## config.mk

```make
export PLATFORM = sky130hd
export DESIGN_NAME = key_slot_table_with_frame_sweep_top
export DESIGN_NICKNAME = d
export VERILOG_FILES = /design/src/ksts_pkg.sv /design/src/ksts_ram.sv /design/src/ksts_slot_unit.sv /design/src/key_slot_table_with_frame_sweep_top.sv
export VERILOG_INCLUDE_DIRS = /design/src /design/src/src
export SDC_FILE = /design/constraint.sdc
export NUM_CORES = 1
export LEC_CHECK = 0
export ABC_AREA = 0
export BUFFER_PORTS_ARGS = -buffer_cell sky130_fd_sc_hd__buf_2
export CAP_MARGIN = 20
export CORE_AREA = 3 3 188 328
export DETAILED_ROUTE_END_ITERATION = 10
export DIE_AREA = 0 0 191 331
export PLACE_DENSITY = 0.75
export SLEW_MARGIN = 15
export SYNTH_ARGS = -nofsm -noshare
export SYNTH_HDL_FRONTEND = slang
export SYNTH_HIERARCHICAL = 1
export SYNTH_SLANG_ARGS = --single-unit
export TNS_END_PERCENT = 100
```

## constraint.sdc

```tcl
create_clock -name clk_i -period 18.25 [get_ports clk_i]
set_clock_uncertainty 0.05 [all_clocks]
set_input_delay 0 -clock clk_i [delete_from_list [all_inputs] [get_ports clk_i]]
set_output_delay 0 -clock clk_i [all_outputs]
set_load 0.01 [all_outputs]
```

## src/key_slot_table_with_frame_sweep_top_assert.svh

```systemverilog
// Assertion macros for the key slot table.
`ifndef KEY_SLOT_TABLE_WITH_FRAME_SWEEP_TOP_ASSERT_SVH
`define KEY_SLOT_TABLE_WITH_FRAME_SWEEP_TOP_ASSERT_SVH

// Same-cycle implication, checked out of reset.
`define KSTS_ASSERT_NOW(lbl, ante, cons, msg) \
  lbl: assert property (@(posedge clk_i) disable iff (!rst_ni) (ante) |-> (cons)) \
    else $error(msg);

// Next-cycle implication, checked out of reset.
`define KSTS_ASSERT_NEXT(lbl, ante, cons, msg) \
  lbl: assert property (@(posedge clk_i) disable iff (!rst_ni) (ante) |=> (cons)) \
    else $error(msg);

`endif

```

## src/ksts_pkg.sv

```systemverilog
// Shared types and constants for the key slot table.
package ksts_pkg;

  localparam int unsigned KeyW  = 32;
  localparam int unsigned SlotW = 7;
  localparam int unsigned StatW = 3;
  localparam int unsigned CmdW  = 2;

  localparam logic [SlotW-1:0] SlotBaseRst  = 7'd105;
  localparam logic [SlotW-1:0] SlotLimitRst = 7'd126;

  typedef enum logic [CmdW-1:0] {
    CMD_LOOKUP = 2'd0,
    CMD_BEGIN  = 2'd1,
    CMD_END    = 2'd2,
    CMD_CLEAR  = 2'd3
  } cmd_e;

  typedef enum logic [StatW-1:0] {
    ST_HIT   = 3'd0,
    ST_NEW   = 3'd1,
    ST_FULL  = 3'd2,
    ST_FREED = 3'd3,
    ST_DONE  = 3'd4,
    ST_ZERO  = 3'd5
  } status_e;

  typedef enum logic {
    REG_SLOT_BASE  = 1'b0,
    REG_SLOT_LIMIT = 1'b1
  } reg_idx_e;

  typedef struct packed {
    logic [SlotW-1:0] slot;
    logic             over_limit;
    logic             key_match;
  } unit_res_t;

endpackage

```

## src/ksts_ram.sv

```systemverilog
// Generic single-write, single-read RAM with registered read data.
module ksts_ram #(
  parameter int unsigned WIDTH = 32,
  parameter int unsigned DEPTH = 22,
  localparam int unsigned AW = (DEPTH > 1) ? $clog2(DEPTH) : 1
) (
  input  logic             clk_i,
  input  logic             we_i,
  input  logic [AW-1:0]    waddr_i,
  input  logic [WIDTH-1:0] wdata_i,
  input  logic [AW-1:0]    raddr_i,
  output logic [WIDTH-1:0] rdata_o
);

  logic [WIDTH-1:0] mem_q [DEPTH];
  logic [WIDTH-1:0] rdata_q;

  always_ff @(posedge clk_i) begin
    if (we_i) begin
      mem_q[waddr_i] <= wdata_i;
    end
    rdata_q <= mem_q[raddr_i];
  end

  assign rdata_o = rdata_q;

endmodule

```

## src/ksts_slot_unit.sv

```systemverilog
// Shared slot adder, limit compare and key compare.
module ksts_slot_unit #(
  parameter int unsigned IDX_W = 5
) (
  input  logic [ksts_pkg::SlotW-1:0] slot_base_i,
  input  logic [ksts_pkg::SlotW-1:0] slot_limit_i,
  input  logic [IDX_W-1:0]           idx_i,
  input  logic [ksts_pkg::KeyW-1:0]  key_a_i,
  input  logic [ksts_pkg::KeyW-1:0]  key_b_i,
  output ksts_pkg::unit_res_t        res_o
);
  import ksts_pkg::*;

  logic [SlotW:0] sum;

  assign sum = {1'b0, slot_base_i} + (SlotW + 1)'(idx_i);

  always_comb begin
    res_o.slot       = sum[SlotW-1:0];
    res_o.over_limit = sum > {1'b0, slot_limit_i};
    res_o.key_match  = key_a_i == key_b_i;
  end

endmodule

```

## src/key_slot_table_with_frame_sweep_top.sv

```systemverilog
// Top level of the key slot table with frame sweep.
// A lookup scans the table one entry per cycle through the key RAM read port:
// a hit is reported once the matching key is compared, else a new entry or
// full after the last entry. Begin frame and a zero-key lookup answer in the
// cycle after start. End frame and clear walk all ENTRIES entries, one per
// cycle, emitting a freed item on result_valid_o for each entry let go,
// then a done item with last_o set. Results come out once and cannot be held
// off. busy_o is high during a scan or sweep until its last item is shown,
// not for begin frame or a zero key. Configuration writes are always ready.
`include "key_slot_table_with_frame_sweep_top_assert.svh"

module key_slot_table_with_frame_sweep_top #(
  parameter int unsigned ENTRIES = 22
) (
  input  logic                        clk_i,
  input  logic                        rst_ni,
  input  logic                        start_i,
  output logic                        busy_o,
  input  logic [ksts_pkg::CmdW-1:0]   command_i,
  input  logic [ksts_pkg::KeyW-1:0]   key_i,
  output logic                        result_valid_o,
  output logic [ksts_pkg::StatW-1:0]  status_o,
  output logic [ksts_pkg::SlotW-1:0]  slot_o,
  output logic                        last_o,
  input  logic                        cfg_valid_i,
  output logic                        cfg_ready_o,
  input  logic                        cfg_index_i,
  input  logic [ksts_pkg::SlotW-1:0]  cfg_data_i
);
  import ksts_pkg::*;

  localparam int unsigned IW = (ENTRIES > 1) ? $clog2(ENTRIES) : 1;
  localparam logic [IW-1:0] LastIdx = IW'(ENTRIES - 1);

  typedef enum logic [2:0] {
    S_IDLE,
    S_SCAN,
    S_ALLOC,
    S_SWEEP,
    S_DONE
  } state_e;

  state_e            state_q, state_d;
  logic [IW-1:0]     idx_q, idx_d;
  logic              pend_q, pend_d;
  logic [IW-1:0]     pend_idx_q, pend_idx_d;
  logic              empty_found_q, empty_found_d;
  logic [IW-1:0]     empty_idx_q, empty_idx_d;
  logic [KeyW-1:0]   key_q, key_d;
  logic              clr_all_q, clr_all_d;
  logic [ENTRIES-1:0] occ_q, occ_d;
  logic [ENTRIES-1:0] seen_q, seen_d;
  logic              res_valid_q, res_valid_d;
  logic [StatW-1:0]  status_q, status_d;
  logic [SlotW-1:0]  slot_q, slot_d;
  logic              last_q, last_d;
  logic [SlotW-1:0]  slot_base_q, slot_limit_q;

  logic              ram_we;
  logic [KeyW-1:0]   ram_rdata;
  logic [IW-1:0]     unit_idx;
  unit_res_t         unit_res;
  logic              accept;

  assign accept      = start_i && (state_q == S_IDLE);
  assign busy_o      = state_q != S_IDLE;
  assign cfg_ready_o = 1'b1;

  always_ff @(posedge clk_i or negedge rst_ni) begin
    if (!rst_ni) begin
      slot_base_q  <= SlotBaseRst;
      slot_limit_q <= SlotLimitRst;
    end else if (cfg_valid_i && cfg_ready_o) begin
      unique case (reg_idx_e'(cfg_index_i))
        REG_SLOT_BASE:  slot_base_q  <= cfg_data_i;
        REG_SLOT_LIMIT: slot_limit_q <= cfg_data_i;
        default: ;
      endcase
    end
  end

  ksts_ram #(
    .WIDTH (KeyW),
    .DEPTH (ENTRIES)
  ) u_key_ram (
    .clk_i   (clk_i),
    .we_i    (ram_we),
    .waddr_i (empty_idx_q),
    .wdata_i (key_q),
    .raddr_i (idx_q),
    .rdata_o (ram_rdata)
  );

  always_comb begin
    unique case (state_q)
      S_SCAN:  unit_idx = pend_idx_q;
      S_ALLOC: unit_idx = empty_idx_q;
      default: unit_idx = idx_q;
    endcase
  end

  ksts_slot_unit #(
    .IDX_W (IW)
  ) u_slot_unit (
    .slot_base_i  (slot_base_q),
    .slot_limit_i (slot_limit_q),
    .idx_i        (unit_idx),
    .key_a_i      (ram_rdata),
    .key_b_i      (key_q),
    .res_o        (unit_res)
  );

  always_comb begin
    state_d       = state_q;
    idx_d         = idx_q;
    pend_d        = 1'b0;
    pend_idx_d    = pend_idx_q;
    empty_found_d = empty_found_q;
    empty_idx_d   = empty_idx_q;
    key_d         = key_q;
    clr_all_d     = clr_all_q;
    occ_d         = occ_q;
    seen_d        = seen_q;
    res_valid_d   = 1'b0;
    status_d      = status_q;
    slot_d        = slot_q;
    last_d        = last_q;
    ram_we        = 1'b0;

    unique case (state_q)
      S_IDLE: begin
        if (accept) begin
          unique case (cmd_e'(command_i))
            CMD_LOOKUP: begin
              if (key_i == '0) begin
                res_valid_d = 1'b1;
                status_d    = ST_ZERO;
                slot_d      = '0;
                last_d      = 1'b1;
              end else begin
                key_d         = key_i;
                idx_d         = '0;
                empty_found_d = 1'b0;
                state_d       = S_SCAN;
              end
            end
            CMD_BEGIN: begin
              seen_d      = '0;
              res_valid_d = 1'b1;
              status_d    = ST_DONE;
              slot_d      = '0;
              last_d      = 1'b1;
            end
            CMD_END: begin
              clr_all_d = 1'b0;
              idx_d     = '0;
              state_d   = S_SWEEP;
            end
            CMD_CLEAR: begin
              clr_all_d = 1'b1;
              seen_d    = '0;
              idx_d     = '0;
              state_d   = S_SWEEP;
            end
            default: ;
          endcase
        end
      end
      S_SCAN: begin
        if (pend_q && occ_q[pend_idx_q] && unit_res.key_match) begin
          seen_d[pend_idx_q] = 1'b1;
          res_valid_d        = 1'b1;
          status_d           = ST_HIT;
          slot_d             = unit_res.slot;
          last_d             = 1'b1;
          state_d            = S_IDLE;
        end else begin
          if (pend_q && !occ_q[pend_idx_q] && !empty_found_q) begin
            empty_found_d = 1'b1;
            empty_idx_d   = pend_idx_q;
          end
          if (pend_q && (pend_idx_q == LastIdx)) begin
            state_d = S_ALLOC;
          end else begin
            pend_d     = 1'b1;
            pend_idx_d = idx_q;
            idx_d      = idx_q + 1'b1;
          end
        end
      end
      S_ALLOC: begin
        res_valid_d = 1'b1;
        last_d      = 1'b1;
        state_d     = S_IDLE;
        if (!empty_found_q || unit_res.over_limit) begin
          status_d = ST_FULL;
          slot_d   = '0;
        end else begin
          ram_we              = 1'b1;
          occ_d[empty_idx_q]  = 1'b1;
          seen_d[empty_idx_q] = 1'b1;
          status_d            = ST_NEW;
          slot_d              = unit_res.slot;
        end
      end
      S_SWEEP: begin
        if (occ_q[idx_q] && (clr_all_q || !seen_q[idx_q])) begin
          occ_d[idx_q] = 1'b0;
          res_valid_d  = 1'b1;
          status_d     = ST_FREED;
          slot_d       = unit_res.slot;
          last_d       = 1'b0;
        end
        if (idx_q == LastIdx) begin
          state_d = S_DONE;
        end else begin
          idx_d = idx_q + 1'b1;
        end
      end
      S_DONE: begin
        res_valid_d = 1'b1;
        status_d    = ST_DONE;
        slot_d      = '0;
        last_d      = 1'b1;
        state_d     = S_IDLE;
      end
      default: state_d = S_IDLE;
    endcase
  end

  always_ff @(posedge clk_i or negedge rst_ni) begin
    if (!rst_ni) begin
      state_q       <= S_IDLE;
      idx_q         <= '0;
      pend_q        <= 1'b0;
      pend_idx_q    <= '0;
      empty_found_q <= 1'b0;
      empty_idx_q   <= '0;
      key_q         <= '0;
      clr_all_q     <= 1'b0;
      occ_q         <= '0;
      seen_q        <= '0;
      res_valid_q   <= 1'b0;
      status_q      <= '0;
      slot_q        <= '0;
      last_q        <= 1'b0;
    end else begin
      state_q       <= state_d;
      idx_q         <= idx_d;
      pend_q        <= pend_d;
      pend_idx_q    <= pend_idx_d;
      empty_found_q <= empty_found_d;
      empty_idx_q   <= empty_idx_d;
      key_q         <= key_d;
      clr_all_q     <= clr_all_d;
      occ_q         <= occ_d;
      seen_q        <= seen_d;
      res_valid_q   <= res_valid_d;
      status_q      <= status_d;
      slot_q        <= slot_d;
      last_q        <= last_d;
    end
  end

  assign result_valid_o = res_valid_q;
  assign status_o       = status_q;
  assign slot_o         = slot_q;
  assign last_o         = last_q;

  `KSTS_ASSERT_NOW(a_more_follows, res_valid_q && !last_q, busy_o, "item without last while idle")
  `KSTS_ASSERT_NEXT(a_lookup_busy, accept && (command_i == CMD_LOOKUP) && (key_i != '0), busy_o, "lookup did not start a scan")
  `KSTS_ASSERT_NEXT(a_occ_only_alloc, state_q != S_ALLOC, (occ_q & ~$past(occ_q)) == '0, "entry claimed outside allocation")
  `KSTS_ASSERT_NOW(a_freed_not_last, res_valid_q && (status_q == ST_FREED), !last_q, "freed item marked last")

endmodule
```

==> impl_metrics.csv <==
group,metric,value,unit
timing,fin_crit,6380,ps
global_routing,overflow,0,
global_routing,gr-usage-all-layers,27.6,%
synth,yosys-top-cells-area,"edfxtp_1 (60%), dfrtp_1 (8.1%), mux2i_1 (6.8%)",
routing,routedWlPerCell,28.5,µm
critical_path,crit_chain,"nor2b_1, nor2b_1, buf_4, nor2_1, nand2_1, nand2_1, ha_1, fa_1, a21o_1, a21oi_1, xnor2_1, ha_1, nand4_1, a21oi_1, nor4_1, o22ai_1, nor2b_1, nand2_1, inv_1, or3b_2, nor2_4",
placed_design,dpl.hpwl,55800,µm
critical_path,critPathTopFamily,"simple AND/OR/NAND/NOR gates",
synth,synthesis.area,0.0349,mm²
pwr,p_sw,2040,µW
synth,synth_edf_count,704,
timing,setup_tns,0,ps
run_status,run_status,"completed",
routing,drt_wl_total,86600,µm
cells_and_area,drive_gt1_share,19.6,%
cts,insertion_delay,630,ps
synth,synth_cell_types,69,
pwr,swShare,33.3,%
global_routing,antenna_found_initial,1,
cells_and_area,fin_area,0.0395,mm²
pwr,report.power.total,6140,µW
pwr,powerDensity,155,mW/mm²
cells_and_area,layout.nets,2258,
timing,worst_pin_slew,1230,ps
synth,ys_ff_latch,859,
pwr,internal-power,4100,µW
synth,syn_inst,2050,
routing,dr.pass1.iters,6,
floorplanning,initial_core_util,59.0,%
floorplanning,die_y,331,µm
pwr,peakVddDrop,0.000163,V
global_routing,grt_pass1_wl,126000,µm
pwr,p_leak,0.0138,µW
timing,slew_viol_final,0,
critical_path,crit_fanout,32,
routing,drc,0,
critical_path,critPathSlowestCell,"nor2_4",
cells_and_area,syn_to_final_growth,13.0,%
timing,max_freq,0.157,GHz
cells_and_area,final_common_cell,"edfxtp_1",
synth,synth_top_area_cell,"edfxtp_1",
routing,drt-initial-drc-count,2141,
synth,seq_area_frac_synth,71.2,%
critical_path,cp_slowest_stage_delay,910,ps
timing,postLayoutSetupSlackWorst,11870,ps
critical_path,critPathCaptureType,"flop",
critical_path,critPathKind,"flop to flop",
routing,via_per_inst,6.40,
cells_and_area,fill_cells,3811,
floorplanning,die-area,0.0632,mm²
cts,cts_max_level,3,
timing,hold_viol_final,0,
placed_design,port_buffers,58,
placed_design,dpl_cell_area,0.0362,mm²
synth,ys.flop_type,"edfxtp_1",
synth,synth_top_area_share,60.5,%
cts,cts.sinks,859,
global_routing,grt_max_degree,119,
pwr,seqPwrFrac,44.8,%
critical_path,critical_path_buf_inv_count,2,
floorplanning,core_area,0.0592,mm²
placed_design,finalWeightedCongestion,0.919,
cells_and_area,seqCellArea,0.0249,mm²
cts,tritoncts,"done",
synth,syn_nets,2113,
cts,cts_buffers,74,
job,cap_violations,0,
timing,fin_crit_sh,34.9,%
cts,clock_path_buffers,3,
timing,rsz0062_at_grt,"no",
pwr,clkPwrFrac,26.3,%
cts,clk_pin_slew,60,ps
pwr,pwr-share-comb,28.9,%
global_routing,grt_pass1_vias,19500,
floorplanning,fp.dieW,191,µm
timing,setup_viol,0,
critical_path,cp.arrival,6540,ps
routing,antenna_left,0,
critical_path,startpoint_type,"flop",
critical_path,critPathRequiredTime,18420,ps
floorplanning,row_count,118,
cts,cts_root_buf,"clkbuf_16",
timing,slew_headroom,17.1,%
floorplanning,ios,60,
cells_and_area,final_cell_mix,"edfxtp_1 (704), mux2i_1 (236), dfrtp_1 (110)",
cts,cts_resized,0,
cells_and_area,multi_input_area,0.00943,mm²
synth,yosysWarnings,6,
synth,syn_avg_cell_area,17.0,µm²
min_path,min-delay-path-class,"input pin to flop",
placed_design,post-place-ws,11920,ps
synth,ys_async_sr_fraction,14.3,%
routing,routed-via-count,19400,
==> final timing paths <==
kind	startpoint	to	slack (ps)	cells past startpoint
setup reg to reg	state_q[1]	u_key_ram/mem_q[16][29]	11870	21
setup / recovery	state_q[1]	u_key_ram/mem_q[16][29]	11870	21
max in group asynchronous	rst_ni	idx_q[1]	16830	4
hold reg to reg	seen_q[18]	seen_q[18]	450	2
hold / removal	key_i[9]	key_q[9]	120	3
min in group asynchronous	rst_ni	slot_limit_q[5]	450	3
==> metal layers <==
metal	share of wire, %	wire [µm]	vias up	GRT usage, %
met3	6.5	5650	216	3.54
li1	-	-	8320	-
met1	35	30100	9921	32.9
met5	0	0	-	0
met4	5.8	5050	0	15.2
met2	53	45800	965	48.5
==> cell usage after synthesis (11+ instances only) <==
cell      count
nand3_1      11
nor2_1      100
a21oi_1      77
edfxtp_1    704
dfrtp_1     113
a22oi_1      99
o21ai_0      15
clkbuf_1     49
o22ai_1      22
xor2_1       34
mux2_2       58
ha_1         16
mux4_2       62
nand2_1      83
nand2b_1     13
dfxtp_1      32
inv_1        25
a211oi_2     30
nand4_1      43
nor2b_1      42
mux2i_1     236
buf_2        15
nor4_1       17
mux4_1       14
==> tightest hold or removal path: stages <==
cell	delay, ps
dlygate4sd3_1	510
buf_2	110
mux2_2	130
==> stage by stage <==
stage / hold slack (ps) / std cells / utilization, %
global placement: -5.01 / 2829 / 60.9
global route: 119 / 3037 / 66.7
detailed placement: 3.24 / 2837 / 61.2
floorplan: -346 / 2050 / -
CTS: 90.3 / 3028 / 66.4
finish: 118 / 3037 / 66.7
==> repair_timing <==
action	in CTS	in global routing
setup buffers	0	0
hold buffers	54	0
endpoints found under the hold margin	134	0
setup endpoints to repair	0	0
==> logic make-up after synthesis <==
family	Yosys count	synth area share, %
and+or+nand+nor	358	5.31
DFF	859	71.2
adders and majority gates	17	0.630
muxes	374	13.8
other	1	0.0107
AOI/OAI and AO/OA	272	5.69
xor gates and xnor gates	37	0.927
buffers and inverters	132	2.47
==> state kept, by name, summed over array words and instances (netlist names), 7 cells and up <==
name               count
u_key_ram/mem_q      704
key_q                 32
u_key_ram/rdata_o     32
occ_q                 22
seen_q                22
slot_base_q            7
slot_limit_q           7
slot_o                 7
==> final cells by class <==
class | instances | area share [%]
antenna | 1 | 0.00633
clock buffer | 97 | 5.27
clock inverter | 40 | 1.11
inverter | 25 | 0.238
multi-input combinational | 1059 | 23.9
sequential | 859 | 63.0
tap | 780 | 2.47
timing repair buffer | 176 | 4.04
==> power groups by stage <==
stage,clock (µW),sequential [µW],combinational [µW]
6_report,1610,2750,1770
5_1_grt,1710,2780,1880
4_1_cts,1640,2760,1750
3_5_place_dp,0,2800,1730
3_3_place_gp,0,2780,1700
2_1_floorplan,0,2750,1170
No activity file was read; power rests on OpenSTA's default activity.
